<file path="src/rtl/tcw_pkg.sv">
// Shared constants, codes and types of the text cursor cell writer.
package tcw_pkg;

    // Grid limits
    localparam int MAX_COLUMNS = 128;
    localparam int MAX_ROWS    = 64;
    localparam int MAX_TAB     = 32;

    // Field and state widths
    localparam int CODE_W     = 8;
    localparam int STYLE_W    = 8;
    localparam int COL_W      = 8;   // cursor column, 0..MAX_COLUMNS
    localparam int ROW_W      = 7;   // cursor row, 0..MAX_ROWS
    localparam int TAB_W      = 6;   // tab width register, count of writes
    localparam int MAXCOL_W   = 7;   // largest column written, 0..MAX_COLUMNS-1
    localparam int CELL_ROW_W = 6;
    localparam int CELL_COL_W = 7;
    localparam int REM_W      = 5;   // column modulo tab width, below MAX_TAB
    localparam int STEP_W     = $clog2(COL_W);
    localparam int CFG_IDX_W  = 2;
    localparam int CFG_DATA_W = 8;

    // Character codes
    localparam logic [CODE_W-1:0] CHAR_TAB = 8'd9;
    localparam logic [CODE_W-1:0] CHAR_LF  = 8'd10;
    localparam logic [CODE_W-1:0] CHAR_CR  = 8'd13;

    // Register indexes
    localparam logic [CFG_IDX_W-1:0] REG_GRID_COLUMNS = 2'd0;
    localparam logic [CFG_IDX_W-1:0] REG_GRID_ROWS    = 2'd1;
    localparam logic [CFG_IDX_W-1:0] REG_TAB_WIDTH    = 2'd2;

    // Register reset values
    localparam logic [COL_W-1:0] GRID_COLUMNS_RST = 8'd80;
    localparam logic [ROW_W-1:0] GRID_ROWS_RST    = 7'd25;
    localparam logic [TAB_W-1:0] TAB_WIDTH_RST    = 6'd8;

    // Controller states
    typedef enum logic [1:0] {
        ST_IDLE,
        ST_MOD,
        ST_EMIT
    } t_state;

    // Controller to datapath
    typedef struct packed {
        logic newline;     // move cursor to the next line
        logic load_item;   // latch the request payload and start the write count
        logic mod_step;    // one step of column modulo tab width
        logic load_count;  // load tab write count from the finished remainder
        logic emit;        // produce one cell write into the output register
    } t_dp_cmd;

    // Datapath to controller
    typedef struct packed {
        logic is_newline;
        logic is_tab;
        logic last;        // one write left for this request
        logic out_free;    // output register can take a result
    } t_dp_status;

endpackage

</file>
<file path="src/rtl/tcw_if.sv">
// Channel interfaces: character requests, cell writes and register writes.
interface tcw_char_if;
    logic                         valid;
    logic                         ready;
    logic [tcw_pkg::CODE_W-1:0]   char_code;
    logic [tcw_pkg::STYLE_W-1:0]  char_style;

    modport source (output valid, output char_code, output char_style, input ready);
    modport sink   (input valid, input char_code, input char_style, output ready);
endinterface

interface tcw_cell_if;
    logic                            valid;
    logic                            ready;
    logic                            write_valid;
    logic [tcw_pkg::CELL_ROW_W-1:0]  cell_row;
    logic [tcw_pkg::CELL_COL_W-1:0]  cell_column;
    logic [tcw_pkg::CODE_W-1:0]      cell_char;
    logic [tcw_pkg::STYLE_W-1:0]     cell_style;
    logic [tcw_pkg::COL_W-1:0]       used_columns;
    logic [tcw_pkg::ROW_W-1:0]       used_rows;
    logic                            last_result;

    modport source (output valid, output write_valid, output cell_row, output cell_column,
                    output cell_char, output cell_style, output used_columns,
                    output used_rows, output last_result, input ready);
    modport sink   (input valid, input write_valid, input cell_row, input cell_column,
                    input cell_char, input cell_style, input used_columns,
                    input used_rows, input last_result, output ready);
endinterface

interface tcw_cfg_if;
    logic                             valid;
    logic                             ready;
    logic [tcw_pkg::CFG_IDX_W-1:0]    index;
    logic [tcw_pkg::CFG_DATA_W-1:0]   data;

    modport source (output valid, output index, output data, input ready);
    modport sink   (input valid, input index, input data, output ready);
endinterface

</file>
<file path="src/rtl/tcw_ctrl.sv">
// Controller state machine: sequences newline, tab modulo and cell writes.
module tcw_ctrl (
    input  logic                i_clk,
    input  logic                i_rst_n,
    input  logic                i_in_valid,
    output logic                o_in_ready,
    input  tcw_pkg::t_dp_status i_status,
    output tcw_pkg::t_dp_cmd    o_cmd
);

    localparam logic [tcw_pkg::STEP_W-1:0] STEP_LAST = tcw_pkg::STEP_W'(tcw_pkg::COL_W - 1);

    tcw_pkg::t_state             r_state, n_state;
    logic [tcw_pkg::STEP_W-1:0]  r_step, n_step;

    // State and step counter registers
    always_ff @(posedge i_clk) begin
        if (!i_rst_n) begin
            r_state <= tcw_pkg::ST_IDLE;
            r_step  <= '0;
        end else begin
            r_state <= n_state;
            r_step  <= n_step;
        end
    end

    // Next state and commands
    always_comb begin
        n_state    = r_state;
        n_step     = r_step;
        o_cmd      = '0;
        o_in_ready = 1'b0;
        case (r_state)
            tcw_pkg::ST_IDLE: begin
                o_in_ready = 1'b1;
                if (i_in_valid) begin
                    if (i_status.is_newline) begin
                        o_cmd.newline = 1'b1;
                    end else begin
                        o_cmd.load_item = 1'b1;
                        if (i_status.is_tab) begin
                            n_step  = '0;
                            n_state = tcw_pkg::ST_MOD;
                        end else begin
                            n_state = tcw_pkg::ST_EMIT;
                        end
                    end
                end
            end
            tcw_pkg::ST_MOD: begin
                // one remainder bit per cycle
                o_cmd.mod_step = 1'b1;
                if (r_step == STEP_LAST) begin
                    o_cmd.load_count = 1'b1;
                    n_state          = tcw_pkg::ST_EMIT;
                end else begin
                    n_step = r_step + 1'b1;
                end
            end
            tcw_pkg::ST_EMIT: begin
                if (i_status.out_free) begin
                    o_cmd.emit = 1'b1;
                    if (i_status.last) begin
                        n_state = tcw_pkg::ST_IDLE;
                    end
                end
            end
            default: begin
                n_state = tcw_pkg::ST_IDLE;
            end
        endcase
    end

endmodule

</file>
<file path="src/rtl/tcw_datapath.sv">
// Datapath: registers, cursor, maxima, tab modulo unit and output register.
module tcw_datapath (
    input  logic                              i_clk,
    input  logic                              i_rst_n,
    input  tcw_pkg::t_dp_cmd                  i_cmd,
    output tcw_pkg::t_dp_status               o_status,
    input  logic [tcw_pkg::CODE_W-1:0]        i_char_code,
    input  logic [tcw_pkg::STYLE_W-1:0]       i_char_style,
    input  logic                              i_cfg_we,
    input  logic [tcw_pkg::CFG_IDX_W-1:0]     i_cfg_index,
    input  logic [tcw_pkg::CFG_DATA_W-1:0]    i_cfg_data,
    input  logic                              i_out_ready,
    output logic                              o_out_valid,
    output logic                              o_write_valid,
    output logic [tcw_pkg::CELL_ROW_W-1:0]    o_cell_row,
    output logic [tcw_pkg::CELL_COL_W-1:0]    o_cell_column,
    output logic [tcw_pkg::CODE_W-1:0]        o_cell_char,
    output logic [tcw_pkg::STYLE_W-1:0]       o_cell_style,
    output logic [tcw_pkg::COL_W-1:0]         o_used_columns,
    output logic [tcw_pkg::ROW_W-1:0]         o_used_rows,
    output logic                              o_last_result
);

    localparam logic [tcw_pkg::COL_W-1:0] COLS_MAX = tcw_pkg::COL_W'(tcw_pkg::MAX_COLUMNS);
    localparam logic [tcw_pkg::ROW_W-1:0] ROWS_MAX = tcw_pkg::ROW_W'(tcw_pkg::MAX_ROWS);
    localparam logic [tcw_pkg::TAB_W-1:0] TAB_MAX  = tcw_pkg::TAB_W'(tcw_pkg::MAX_TAB);

    // Configuration registers
    logic [tcw_pkg::COL_W-1:0]      r_grid_columns;
    logic [tcw_pkg::ROW_W-1:0]      r_grid_rows;
    logic [tcw_pkg::TAB_W-1:0]      r_tab_width;

    // Cursor state
    logic [tcw_pkg::COL_W-1:0]      r_col;
    logic [tcw_pkg::ROW_W-1:0]      r_row;
    logic [tcw_pkg::MAXCOL_W-1:0]   r_max_col;
    logic [tcw_pkg::ROW_W-1:0]      r_max_row;

    // Request and tab count
    logic [tcw_pkg::CODE_W-1:0]     r_code;
    logic [tcw_pkg::STYLE_W-1:0]    r_style;
    logic [tcw_pkg::COL_W-1:0]      r_div;
    logic [tcw_pkg::REM_W-1:0]      r_rem;
    logic [tcw_pkg::TAB_W-1:0]      r_left;

    // Output register
    logic                           r_out_valid;
    logic                           r_write_valid;
    logic [tcw_pkg::CELL_ROW_W-1:0] r_cell_row;
    logic [tcw_pkg::CELL_COL_W-1:0] r_cell_column;
    logic [tcw_pkg::CODE_W-1:0]     r_cell_char;
    logic [tcw_pkg::STYLE_W-1:0]    r_cell_style;
    logic [tcw_pkg::COL_W-1:0]      r_used_columns;
    logic [tcw_pkg::ROW_W-1:0]      r_used_rows;
    logic                           r_last_result;

    logic [tcw_pkg::COL_W-1:0]      cols_eff, cols_m1;
    logic [tcw_pkg::ROW_W-1:0]      rows_eff, rows_m1;
    logic [tcw_pkg::TAB_W-1:0]      tab_eff;
    logic [tcw_pkg::ROW_W-1:0]      nl_row;
    logic                           wrap;
    logic [tcw_pkg::COL_W-1:0]      col_w;
    logic [tcw_pkg::ROW_W-1:0]      row_w;
    logic [tcw_pkg::COL_W-1:0]      max_col_wide;
    logic [tcw_pkg::MAXCOL_W-1:0]   n_max_col;
    logic [tcw_pkg::ROW_W-1:0]      n_max_row;
    logic [tcw_pkg::COL_W-1:0]      uc_min;
    logic [tcw_pkg::ROW_W-1:0]      ur_min;
    logic                           cell_in_grid;
    logic [tcw_pkg::TAB_W-1:0]      trial;
    logic [tcw_pkg::REM_W-1:0]      n_rem;
    logic                           out_free;

    // Clamp register values into their legal ranges
    always_comb begin
        if (r_grid_columns == '0) cols_eff = tcw_pkg::COL_W'(1);
        else if (r_grid_columns > COLS_MAX) cols_eff = COLS_MAX;
        else cols_eff = r_grid_columns;

        if (r_grid_rows == '0) rows_eff = tcw_pkg::ROW_W'(1);
        else if (r_grid_rows > ROWS_MAX) rows_eff = ROWS_MAX;
        else rows_eff = r_grid_rows;

        if (r_tab_width == '0) tab_eff = tcw_pkg::TAB_W'(1);
        else if (r_tab_width > TAB_MAX) tab_eff = TAB_MAX;
        else tab_eff = r_tab_width;
    end

    assign cols_m1 = cols_eff - 1'b1;
    assign rows_m1 = rows_eff - 1'b1;

    // Next line row saturates at the row count
    assign nl_row = (r_row < rows_eff) ? r_row + 1'b1 : rows_eff;

    // Cell position after the wrap check
    assign wrap  = (r_col >= cols_eff);
    assign col_w = wrap ? '0 : r_col;
    assign row_w = wrap ? nl_row : r_row;

    // Update the maxima and derive the used size
    always_comb begin
        max_col_wide = (col_w > {1'b0, r_max_col}) ? col_w : {1'b0, r_max_col};
        n_max_col    = max_col_wide[tcw_pkg::MAXCOL_W-1:0];
        n_max_row    = (row_w > r_max_row) ? row_w : r_max_row;
        uc_min       = ({1'b0, n_max_col} < cols_m1) ? {1'b0, n_max_col} : cols_m1;
        ur_min       = (n_max_row < rows_m1) ? n_max_row : rows_m1;
        cell_in_grid = (row_w < rows_eff);
    end

    // Restoring modulo step: shift in one column bit, subtract tab width if it fits
    always_comb begin
        trial = {r_rem, r_div[tcw_pkg::COL_W-1]};
        if (trial >= tab_eff) n_rem = tcw_pkg::REM_W'(trial - tab_eff);
        else n_rem = trial[tcw_pkg::REM_W-1:0];
    end

    assign out_free = !r_out_valid || i_out_ready;

    // Configuration registers
    always_ff @(posedge i_clk) begin
        if (!i_rst_n) begin
            r_grid_columns <= tcw_pkg::GRID_COLUMNS_RST;
            r_grid_rows    <= tcw_pkg::GRID_ROWS_RST;
            r_tab_width    <= tcw_pkg::TAB_WIDTH_RST;
        end else if (i_cfg_we) begin
            case (i_cfg_index)
                tcw_pkg::REG_GRID_COLUMNS: r_grid_columns <= i_cfg_data[tcw_pkg::COL_W-1:0];
                tcw_pkg::REG_GRID_ROWS:    r_grid_rows    <= i_cfg_data[tcw_pkg::ROW_W-1:0];
                tcw_pkg::REG_TAB_WIDTH:    r_tab_width    <= i_cfg_data[tcw_pkg::TAB_W-1:0];
                default: begin
                end
            endcase
        end
    end

    // Cursor and maxima
    always_ff @(posedge i_clk) begin
        if (!i_rst_n) begin
            r_col     <= '0;
            r_row     <= '0;
            r_max_col <= '0;
            r_max_row <= '0;
        end else if (i_cmd.newline) begin
            r_col <= '0;
            r_row <= nl_row;
        end else if (i_cmd.emit) begin
            r_col     <= col_w + 1'b1;
            r_row     <= row_w;
            r_max_col <= n_max_col;
            r_max_row <= n_max_row;
        end
    end

    // Request payload, modulo unit and write count
    always_ff @(posedge i_clk) begin
        if (i_cmd.load_item) begin
            r_code  <= i_char_code;
            r_style <= i_char_style;
            r_div   <= r_col;
            r_rem   <= '0;
            r_left  <= tcw_pkg::TAB_W'(1);
        end else begin
            if (i_cmd.mod_step) begin
                r_rem <= n_rem;
                r_div <= r_div << 1;
            end
            if (i_cmd.load_count) begin
                r_left <= tab_eff - {1'b0, n_rem};
            end else if (i_cmd.emit) begin
                r_left <= r_left - 1'b1;
            end
        end
    end

    // Output register: load on a write, drop once taken
    always_ff @(posedge i_clk) begin
        if (!i_rst_n) begin
            r_out_valid <= 1'b0;
        end else if (i_cmd.emit) begin
            r_out_valid <= 1'b1;
        end else if (i_out_ready) begin
            r_out_valid <= 1'b0;
        end
    end

    always_ff @(posedge i_clk) begin
        if (i_cmd.emit) begin
            r_write_valid  <= cell_in_grid;
            r_cell_row     <= cell_in_grid ? row_w[tcw_pkg::CELL_ROW_W-1:0] : '0;
            r_cell_column  <= cell_in_grid ? col_w[tcw_pkg::CELL_COL_W-1:0] : '0;
            r_cell_char    <= r_code;
            r_cell_style   <= r_style;
            r_used_columns <= uc_min + 1'b1;
            r_used_rows    <= ur_min + 1'b1;
            r_last_result  <= (r_left == tcw_pkg::TAB_W'(1));
        end
    end

    assign o_status.is_newline = (i_char_code == tcw_pkg::CHAR_LF) ||
                                 (i_char_code == tcw_pkg::CHAR_CR);
    assign o_status.is_tab     = (i_char_code == tcw_pkg::CHAR_TAB);
    assign o_status.last       = (r_left == tcw_pkg::TAB_W'(1));
    assign o_status.out_free   = out_free;

    assign o_out_valid    = r_out_valid;
    assign o_write_valid  = r_write_valid;
    assign o_cell_row     = r_cell_row;
    assign o_cell_column  = r_cell_column;
    assign o_cell_char    = r_cell_char;
    assign o_cell_style   = r_cell_style;
    assign o_used_columns = r_used_columns;
    assign o_used_rows    = r_used_rows;
    assign o_last_result  = r_last_result;

endmodule

</file>
<file path="src/rtl/text_cursor_cell_writer.sv">
// A printable character is latched when taken; its cell write enters the output register from the emit state once
// that register is free. A newline or carriage return only moves the cursor; a tab first runs the modulo unit, which
// resolves one column bit per cycle, then gives its cell writes. No new request is taken until its last write is made.
// A result waiting in the output register does not hold off the next request.
// Reset is synchronous, active low: cursor and maxima clear to zero, the grid returns to 80 x 25
// with tab stops every 8 columns; no clearing pass follows.
module text_cursor_cell_writer (
    input  logic        i_clk,
    input  logic        i_rst_n,
    tcw_char_if.sink    i_char,
    tcw_cell_if.source  o_cell,
    tcw_cfg_if.sink     i_cfg
);

    tcw_pkg::t_dp_cmd    cmd;
    tcw_pkg::t_dp_status status;
    logic                in_ready;

    // Register writes are always taken
    assign i_cfg.ready  = 1'b1;
    assign i_char.ready = in_ready;

    tcw_ctrl u_ctrl (
        .i_clk      (i_clk),
        .i_rst_n    (i_rst_n),
        .i_in_valid (i_char.valid),
        .o_in_ready (in_ready),
        .i_status   (status),
        .o_cmd      (cmd)
    );

    tcw_datapath u_datapath (
        .i_clk          (i_clk),
        .i_rst_n        (i_rst_n),
        .i_cmd          (cmd),
        .o_status       (status),
        .i_char_code    (i_char.char_code),
        .i_char_style   (i_char.char_style),
        .i_cfg_we       (i_cfg.valid),
        .i_cfg_index    (i_cfg.index),
        .i_cfg_data     (i_cfg.data),
        .i_out_ready    (o_cell.ready),
        .o_out_valid    (o_cell.valid),
        .o_write_valid  (o_cell.write_valid),
        .o_cell_row     (o_cell.cell_row),
        .o_cell_column  (o_cell.cell_column),
        .o_cell_char    (o_cell.cell_char),
        .o_cell_style   (o_cell.cell_style),
        .o_used_columns (o_cell.used_columns),
        .o_used_rows    (o_cell.used_rows),
        .o_last_result  (o_cell.last_result)
    );

endmodule

</file>
<file path="src/flat_wrapper.sv">
// flat-port wrapper written by rule: the top's interface ports become plain ports
module text_cursor_cell_writer_flat 
  (i_clk, i_rst_n, i_char_valid, i_char_char_code, i_char_char_style, i_char_ready, o_cell_valid, o_cell_write_valid, o_cell_cell_row, o_cell_cell_column, o_cell_cell_char, o_cell_cell_style, o_cell_used_columns, o_cell_used_rows, o_cell_last_result, o_cell_ready, i_cfg_valid, i_cfg_index, i_cfg_data, i_cfg_ready);
  tcw_char_if i_char_i ();
  tcw_cell_if o_cell_i ();
  tcw_cfg_if i_cfg_i ();
  input  logic i_clk;
  input  logic i_rst_n;
  input wire logic [$bits(i_char_i.valid)-1:0] i_char_valid;
  input wire logic [$bits(i_char_i.char_code)-1:0] i_char_char_code;
  input wire logic [$bits(i_char_i.char_style)-1:0] i_char_char_style;
  output wire logic [$bits(i_char_i.ready)-1:0] i_char_ready;
  output wire logic [$bits(o_cell_i.valid)-1:0] o_cell_valid;
  output wire logic [$bits(o_cell_i.write_valid)-1:0] o_cell_write_valid;
  output wire logic [$bits(o_cell_i.cell_row)-1:0] o_cell_cell_row;
  output wire logic [$bits(o_cell_i.cell_column)-1:0] o_cell_cell_column;
  output wire logic [$bits(o_cell_i.cell_char)-1:0] o_cell_cell_char;
  output wire logic [$bits(o_cell_i.cell_style)-1:0] o_cell_cell_style;
  output wire logic [$bits(o_cell_i.used_columns)-1:0] o_cell_used_columns;
  output wire logic [$bits(o_cell_i.used_rows)-1:0] o_cell_used_rows;
  output wire logic [$bits(o_cell_i.last_result)-1:0] o_cell_last_result;
  input wire logic [$bits(o_cell_i.ready)-1:0] o_cell_ready;
  input wire logic [$bits(i_cfg_i.valid)-1:0] i_cfg_valid;
  input wire logic [$bits(i_cfg_i.index)-1:0] i_cfg_index;
  input wire logic [$bits(i_cfg_i.data)-1:0] i_cfg_data;
  output wire logic [$bits(i_cfg_i.ready)-1:0] i_cfg_ready;
  assign i_char_i.valid = i_char_valid;
  assign i_char_i.char_code = i_char_char_code;
  assign i_char_i.char_style = i_char_char_style;
  assign i_char_ready = i_char_i.ready;
  assign o_cell_valid = o_cell_i.valid;
  assign o_cell_write_valid = o_cell_i.write_valid;
  assign o_cell_cell_row = o_cell_i.cell_row;
  assign o_cell_cell_column = o_cell_i.cell_column;
  assign o_cell_cell_char = o_cell_i.cell_char;
  assign o_cell_cell_style = o_cell_i.cell_style;
  assign o_cell_used_columns = o_cell_i.used_columns;
  assign o_cell_used_rows = o_cell_i.used_rows;
  assign o_cell_last_result = o_cell_i.last_result;
  assign o_cell_i.ready = o_cell_ready;
  assign i_cfg_i.valid = i_cfg_valid;
  assign i_cfg_i.index = i_cfg_index;
  assign i_cfg_i.data = i_cfg_data;
  assign i_cfg_ready = i_cfg_i.ready;
  text_cursor_cell_writer u_core (.i_clk(i_clk), .i_rst_n(i_rst_n), .i_char(i_char_i), .o_cell(o_cell_i), .i_cfg(i_cfg_i));
endmodule
</file>
<file path="config.mk">
export PLATFORM = sky130hd
export DESIGN_NAME = text_cursor_cell_writer_flat
export DESIGN_NICKNAME = d
export VERILOG_FILES = /design/src/rtl/tcw_pkg.sv /design/src/rtl/tcw_if.sv /design/src/rtl/tcw_ctrl.sv /design/src/rtl/tcw_datapath.sv /design/src/rtl/text_cursor_cell_writer.sv /design/src/flat_wrapper.sv
export SDC_FILE = /design/constraint.sdc
export NUM_CORES = 1
export LEC_CHECK = 0
export BUFFER_PORTS_ARGS = -buffer_cell sky130_fd_sc_hd__buf_2
export CORE_ASPECT_RATIO = 0.9
export CORE_MARGIN = 1
export CORE_UTILIZATION = 38
export CTS_BUF_LIST = sky130_fd_sc_hd__clkbuf_16
export DETAILED_ROUTE_END_ITERATION = 10
export PLACE_DENSITY_LB_ADDON = 0.3
export SETUP_SLACK_MARGIN = 0.4
export SLEW_MARGIN = 0
export SYNTH_ARGS = -nofsm -noshare
export SYNTH_HDL_FRONTEND = slang
export SYNTH_SLANG_ARGS = --single-unit
</file>
<file path="constraint.sdc">
create_clock -name i_clk -period 9.2 [get_ports i_clk]
set_clock_uncertainty 0.1 [all_clocks]
set_input_delay 0.46 -clock i_clk [delete_from_list [all_inputs] [get_ports i_clk]]
set_output_delay 0.46 -clock i_clk [all_outputs]
set_load 0.03 [all_outputs]
</file>
# Word level (Yosys, flattened, before mapping)
# Cells that the tools add are included.
word_totals:
  ff_bits: 137
  wordCells: 125
  out_inout_bits: 49
classes:
  n_bitwise: 2
  n_reduce_logical: 20
  n_lt_le_gt_ge: 11
  eq_ne: 16
  n_mux: 43
  add_sub_neg: 10
op_table:
  columns: ["cell", "count"]
  rows:
  - ["7-bit 2-to-1 mux", 9]
  - ["8-bit 2-to-1 mux", 6]
  - ["8-bit by 4-bit equality test with 1-bit output (second input constant)", 3]
  - ["6-bit 2-to-1 mux", 4]
  - ["7-bit < comparator", 3]
  - ["2-bit 2-to-1 mux", 9]
  - ["8-bit by 1-bit adder with 8-bit output (second input constant)", 2]
  - ["7-bit by 1-bit adder with 7-bit output (second input constant)", 2]
  - ["3-bit 2-to-1 mux", 4]
  - ["2-bit != test (second input constant)", 5]
  - ["5-bit AND reduction", 2]
  - ["2-bit nonzero test", 5]
  - ["8-bit greater-or-equal comparator", 1]
  - ["8-bit by 7-bit > comparator with 1-bit output", 1]
  - ["8-bit > comparator (second input constant)", 1]
  - ["8-bit zero test", 1]
  - ["7-bit by 8-bit < comparator with 1-bit output", 1]
  - ["1-bit 2-to-1 mux", 8]
  - ["2-bit AND reduction", 4]
  - ["8-bit by 1-bit subtractor with 8-bit output (second input constant)", 1]
  - ["7-bit > comparator", 1]
  - ["7-bit > comparator (second input constant)", 1]
  - ["7-bit zero test", 1]
  - ["7-bit by 1-bit subtractor with 7-bit output (second input constant)", 1]
  - ["20 further kinds", 26]

# Logic depth before layout (Yosys ltp)
logic_depth:
  depth_word: 11
  depth_mapped: 35
  ltp_nobuf: 31

# Cells and area by module
# From an unflattened synthesis, not the netlist that was laid out.
unflattened:
  cells_unflattened: 839
  hier_area_um2: 8181.6
by_module_without_submodules:
  columns: ["module", "n_inst", "cells_per_inst", "area_each_um2"]
  rows:
  - ["tcw_datapath", 1, 803, 7858.8]
  - ["tcw_ctrl", 1, 34, 311.5]
  - ["text_cursor_cell_writer", 1, 2, 11.3]

# Worst setup path before layout
# OpenSTA, ideal clock, no wires.
synth_timing:
  path_type: "register to register"
  start: "register u_core.u_datapath.r_grid_columns[1] (netlist bit)"
  end: "register u_core.u_datapath.r_used_columns (netlist bit u_core.u_datapath.o_used_columns[6]) (data pin)"
  arrival_time_ps: 6189
  setup_time_ps: 261
  stages_incl_launch_ff: 33
  path_slack_ps: 2650
  n_path_buf: 4
  path_cell_list: "dfxtp_1 > nor4_2 > a21oi_1 > nor2_1 > ha_1 > nor2b_1 > o21ai_2 > a21oi_4 > buf_2 > buf_2 > and2_1 > ha_1 > nor2b_1 > o21ai_0 > a31oi_1 > a21oi_1 > buf_2 > mux2i_1 > inv_1 > ha_1 > a21o_1 > a21o_1 > nor2_1 > and4b_1 > nor3_2 > buf_4 > mux2i_1 > ha_1 > inv_1 > nor3_1 > nor3b_1 > xnor2_1 > mux2i_1"
synth_between:
  elab_chain_len: 10
  word_cells_on_any_way: 12
  cone_classes: "2 x add/sub; 4 x order compare; 5 x mux; 1 x reduce/logical"
synth_lines:
  columns: ["element", "line_no", "text"]
  rows:
  - ["start, declared", "tcw_datapath.sv:29", "logic [tcw_pkg::COL_W-1:0] r_grid_columns;"]
  - ["start signal, assigned", "tcw_datapath.sv:122", "r_grid_columns <= tcw_pkg::GRID_COLUMNS_RST;"]
  - ["start signal, assigned", "tcw_datapath.sv:127", "tcw_pkg::REG_GRID_COLUMNS: r_grid_columns <= i_cfg_data[tcw_pkg::COL_W-1:0];"]
  - ["8-bit > comparator", "tcw_datapath.sv:77", "else if (r_grid_columns > COLS_MAX) cols_eff = COLS_MAX;"]
  - ["8-bit 2-to-1 mux", "tcw_datapath.sv:77", null]
  - ["8-bit 2-to-1 mux *", "tcw_datapath.sv:76", "if (r_grid_columns == '0) cols_eff = tcw_pkg::COL_W'(1);"]
  - ["8-bit greater-or-equal comparator *", "tcw_datapath.sv:96", "assign wrap = (r_col >= cols_eff);"]
  - ["8-bit 2-to-1 mux *", "tcw_datapath.sv:97", "assign col_w = wrap ? '0 : r_col;"]
  - ["via u_core.u_datapath.col_w (one bit)", "tcw_datapath.sv:62", "logic [tcw_pkg::COL_W-1:0] col_w;"]
  - ["8-bit by 7-bit > comparator with 1-bit output *", "tcw_datapath.sv:102", "max_col_wide = (col_w > {1'b0, r_max_col}) ? col_w : {1'b0, r_max_col};"]
  - ["7-bit 2-to-1 mux *", "tcw_datapath.sv:102", null]
  - ["via u_core.u_datapath.max_col_wide (one bit)", "tcw_datapath.sv:64", "logic [tcw_pkg::COL_W-1:0] max_col_wide;"]
  - ["7-bit by 8-bit < comparator with 1-bit output", "tcw_datapath.sv:105", "uc_min = ({1'b0, n_max_col} < cols_m1) ? {1'b0, n_max_col} : cols_m1;"]
  - ["8-bit 2-to-1 mux *", "tcw_datapath.sv:105", null]
  - ["8-bit by 1-bit adder with 8-bit output *", "tcw_datapath.sv:193", "r_used_columns <= uc_min + 1'b1;"]
  - ["end signal, assigned", "tcw_datapath.sv:193", null]
  - ["end, declared", "tcw_datapath.sv:53", "logic [tcw_pkg::COL_W-1:0] r_used_columns;"]
# Mark *: on every way through the listed nets, which the timed path passes. The rest lies on a longest branch.
# A chain may end at the register's enable or synchronous reset.

# Final worst setup path
layout_timing:
  start: "register u_core.u_datapath.r_grid_columns[1] (netlist bit)"
  end: "register u_core.u_datapath.r_used_columns (netlist bit u_core.u_datapath.o_used_columns[6]) (data pin)"
layout_between:
  elab_chain_len: 10
  word_cells_on_any_way: 12
  cone_classes: "2 x add/sub; 4 x order compare; 5 x mux; 1 x reduce/logical"
layout_lines:
  columns: ["element", "line_no"]
  rows:
  - ["8-bit > comparator", "tcw_datapath.sv:77"]
  - ["8-bit 2-to-1 mux", "tcw_datapath.sv:77"]
  - ["8-bit 2-to-1 mux *", "tcw_datapath.sv:76"]
  - ["8-bit greater-or-equal comparator *", "tcw_datapath.sv:96"]
  - ["8-bit 2-to-1 mux *", "tcw_datapath.sv:97"]
  - ["via u_core.u_datapath.col_w (one bit)", "tcw_datapath.sv:62"]
  - ["8-bit by 7-bit > comparator with 1-bit output", "tcw_datapath.sv:102"]
  - ["7-bit 2-to-1 mux *", "tcw_datapath.sv:102"]
  - ["via u_core.u_datapath.max_col_wide (one bit)", "tcw_datapath.sv:64"]
  - ["7-bit by 8-bit < comparator with 1-bit output", "tcw_datapath.sv:105"]
  - ["8-bit 2-to-1 mux *", "tcw_datapath.sv:105"]
  - ["8-bit by 1-bit adder with 8-bit output *", "tcw_datapath.sv:193"]
# Marked as above.

==> flow_summary.yaml <==
detailed_routing:
  drc: 0
  ant_nets: 0
  top_layer: "met4"
  wire_per_inst_um: 14.9
  totalWireLength_um: 18200
  wl_met3_um: 671
  detailroute.via_count: 6285
  drtPass1Iterations: 5
  viasPerCell: 5.14
  drt_iter0_markers: 425
  wl_met2_um: 7950
  met1_length_um: 9250
worst_setup_path:
  worstSetupStartpointType: "flop"
  cp.required_ns: 9.28
  critPathMaxStageDelay_ns: 0.82
  slowest_stage: "a21oi_1"
  worst_path_most_repeated_cell: "ha_1"
  ff2ff_path_depth: 28
  timing.rr.end: "u_core.u_datapath.o_used_columns[6]$_DFFE_PP_"
  reg2reg_slack_ns: 1.41
  crit_type: "reg -> reg"
  reg2reg_from: "u_core.u_datapath.r_grid_columns[1]$_SDFFE_PN0P_"
  path_buf_inv: 3
  cp-end-kind: "flop"
  cp.arrival_ns: 7.88
  cp_max_fo: 27
  cp_top_family: "compound AO/OA/AOI/OAI gates"
floorplan:
  rows: 50
  pin_count: 80
  start_util_pct: 39.0
  die_h_um: 141
  core_area_um2: 21000
  die_area_um2: 22100
  die-width_um: 157
finish:
  utilization_pct: 44.9
  multi_input_area_um2: 4370
  syn_to_final_growth_pct: 15.2
  stdcell_count: 1223
  num_antenna_cells: 0
  seqCellArea_um2: 3440
  nets: 1024
  fillers: 2010
  drive_above_1_share_pct: 15.3
synth:
  yosys_warnings: 0
  synth_ff_type: "edfxtp_1"
  ys_ff_latch: 137
  synth-seq-area-share_pct: 42.2
  async_flop_share_pct: 0
  syn-instance-count: 852
  netlist_area_um2: 8170
  synth_area_per_cell_um2: 9.59
  syn_nets: 952
  synth_edf_count: 70
  synth_cell_types: 79
clock_network:
  cts_tree: "done"
  postCtsHoldBufs: 0
  clock_sinks: 137
  htreeDepth: 4
  clock_latency_ns: 0.43
  clkTransAtPathRegs_ns: 0.07
  cts_buffers: 17
  cts_setup_buffers: 0
  cts-resized-gates: 0
  cts-root-buf: "clkbuf_16"
  clock_path_buffers: 2
worst_hold_path:
  hp-start: "i_char_char_style[6]"
  hold_depth: 1
  hp-class: "in -> reg"
  min_to: "u_core.u_datapath.r_style[6]$_DFFE_PP_"
place:
  hpwl_um: 13400
  dp_cells: 1191
  io_buffers: 78
  globalplace.congestion: 0.854
  pre_cts_ws_ns: 1.45
power_and_ir_drop:
  total_power_mw: 1.94
  power_density_nw_per_um2: 206
  p_leak_nw: 4.12
  ir_drop_mv: 0.0770
timing:
  finalSetupViolCount: 0
  tns_ns: 0
  clock.fmax_mhz: 128
  tightest_slew_ns: 1.03
  relSlewSlack_pct: 31.3
  hold_violations: 0
  setup_ws_ns: 1.41
  slew_violations: 0
  final.min_clock_period_ns: 7.79
  period_share_pct: 84.7
  rsz0062_at_grt: "false"
grt:
  grt_usage_pct: 17.3
  grt_max_degree: 50
  antenna_found_initial: 0
  grt_pass1_wl_um: 29900
  grt_overflow_total: 0
  grt_pass1_vias: 5914
job:
  cap_violations: 0
status:
  status: "finished, final reports clean"
## area by class of cell
cell class / instances / area share (%)
multi-input cells: 627 / 46.5
well taps: 286 / 3.80
inverters: 61 / 2.43
clock buffers: 17 / 4.52
repair buffers: 80 / 4.31
clock inverters: 15 / 1.88
flip-flops and latches: 137 / 36.6
## logic make-up after synthesis
| kind of cell | share of synthesized area [%] |
|---|---|
| simple gates | 17.9 |
| buf+inv | 4.41 |
| compound gates | 16.4 |
| xor+xnor | 3.43 |
| mux | 4.95 |
| other cells | 0.0459 |
| fa+ha+maj | 10.8 |
| flops | 42.2 |
## Yosys cell counts, types with 8 or more instances
| master | count | area share, % |
|---|---|---|
| clkbuf_1 | 14 | 0.64 |
| dfxtp_1 | 67 | 16 |
| nand2b_1 | 11 | 0.84 |
| nor2b_1 | 26 | 2.0 |
| xnor2_1 | 18 | 1.9 |
| inv_1 | 56 | 2.6 |
| xor2_1 | 14 | 1.5 |
| nand2_1 | 89 | 4.1 |
| nor3_1 | 12 | 0.74 |
| a211oi_1 | 12 | 1.1 |
| and2_1 | 10 | 0.77 |
| o21a_1 | 10 | 0.92 |
| or3_1 | 9 | 0.69 |
| o21ai_0 | 29 | 1.8 |
| o211a_1 | 10 | 1.2 |
| a21oi_1 | 41 | 2.5 |
| ha_1 | 67 | 10 |
| nand4_1 | 8 | 0.61 |
| mux2i_1 | 34 | 4.2 |
| a21o_1 | 19 | 1.7 |
| nand3_1 | 27 | 1.7 |
| nor3b_1 | 9 | 0.83 |
| nor2_1 | 73 | 3.4 |
| edfxtp_1 | 70 | 26 |
## worst register-to-register path: cells and delay by family (launching register included)
kind | cells | cell delay [ns]
AND/OR/NAND/NOR | 8 | 1.95
flip-flops | 1 | 0.35
buffers and inverters | 3 | 0.36
multiplexers | 3 | 0.72
AO/OA/AOI/OAI | 9 | 2.87
XOR/XNOR | 1 | 0.14
adder cells (fa/ha/maj) | 4 | 1.04
## state kept, by name, indices dropped and copies added, names as in the netlist, 8 cells and up
register,count
u_core.u_datapath.o_cell_char,8
u_core.u_datapath.r_col,8
u_core.u_datapath.r_style,8
u_core.u_datapath.r_code,8
u_core.u_datapath.o_cell_style,8
u_core.u_datapath.r_div,8
u_core.u_datapath.o_used_columns,8
u_core.u_datapath.r_grid_columns,8
## layout by cell type (no fill, tap or decap), types with 14 or more instances in the layout
master,count
nor2_1,73
clkbuf_16,17
xor2_1,14
mux2i_1,34
o21ai_0,29
nor2b_1,26
nand2_1,89
inv_1,56
dfxtp_1,67
ha_1,67
edfxtp_1,70
a21oi_1,41
nand3_1,27
buf_2,78
xnor2_1,18
a21o_1,19
## per-layer routing
layer / track usage, % / vias to the layer above
met2: 26.6 / 139
li1: - / 3196
met4: 6.81 / 0
met1: 24.0 / 2921
met3: 3.14 / 29
met5: 0 / -
## power breakdown
group / internal, mW / switching, mW / leakage (nW)
Clock: 0.388 / 0.307 / 0.293
Combinational: 0.172 / 0.307 / 2.62
Sequential: 0.732 / 0.0339 / 1.21
## through the flow
stage / hold slack [ns] / area [um^2]
finish: 0.101 / 9410
detailed placement: 0.305 / 8810
CTS: 0.0807 / 9410
floorplan: 0.300 / 8170
global route: 0.0820 / 9410
global placement: 0.300 / 8810
## worst max path at each step
stage	start	end	slack [ns]	depth (start not counted)
global placement	u_core.u_datapath.r_grid_columns[1]$_SDFFE_PN0P_	u_core.u_datapath.o_used_columns[6]$_DFFE_PP_	1.48	28
floorplan	u_core.u_datapath.r_grid_columns[1]$_SDFFE_PN0P_	u_core.u_datapath.o_used_columns[6]$_DFFE_PP_	2.65	32
detailed placement	u_core.u_datapath.r_grid_columns[1]$_SDFFE_PN0P_	u_core.u_datapath.o_used_columns[6]$_DFFE_PP_	1.45	28
finish	u_core.u_datapath.r_grid_columns[1]$_SDFFE_PN0P_	u_core.u_datapath.o_used_columns[6]$_DFFE_PP_	1.41	28
global route	u_core.u_datapath.r_grid_columns[1]$_SDFFE_PN0P_	u_core.u_datapath.o_used_columns[6]$_DFFE_PP_	0.64	28
CTS	u_core.u_datapath.r_grid_columns[1]$_SDFFE_PN0P_	u_core.u_datapath.o_used_columns[6]$_DFFE_PP_	1.41	28
(Power assumes the default switching activity.)
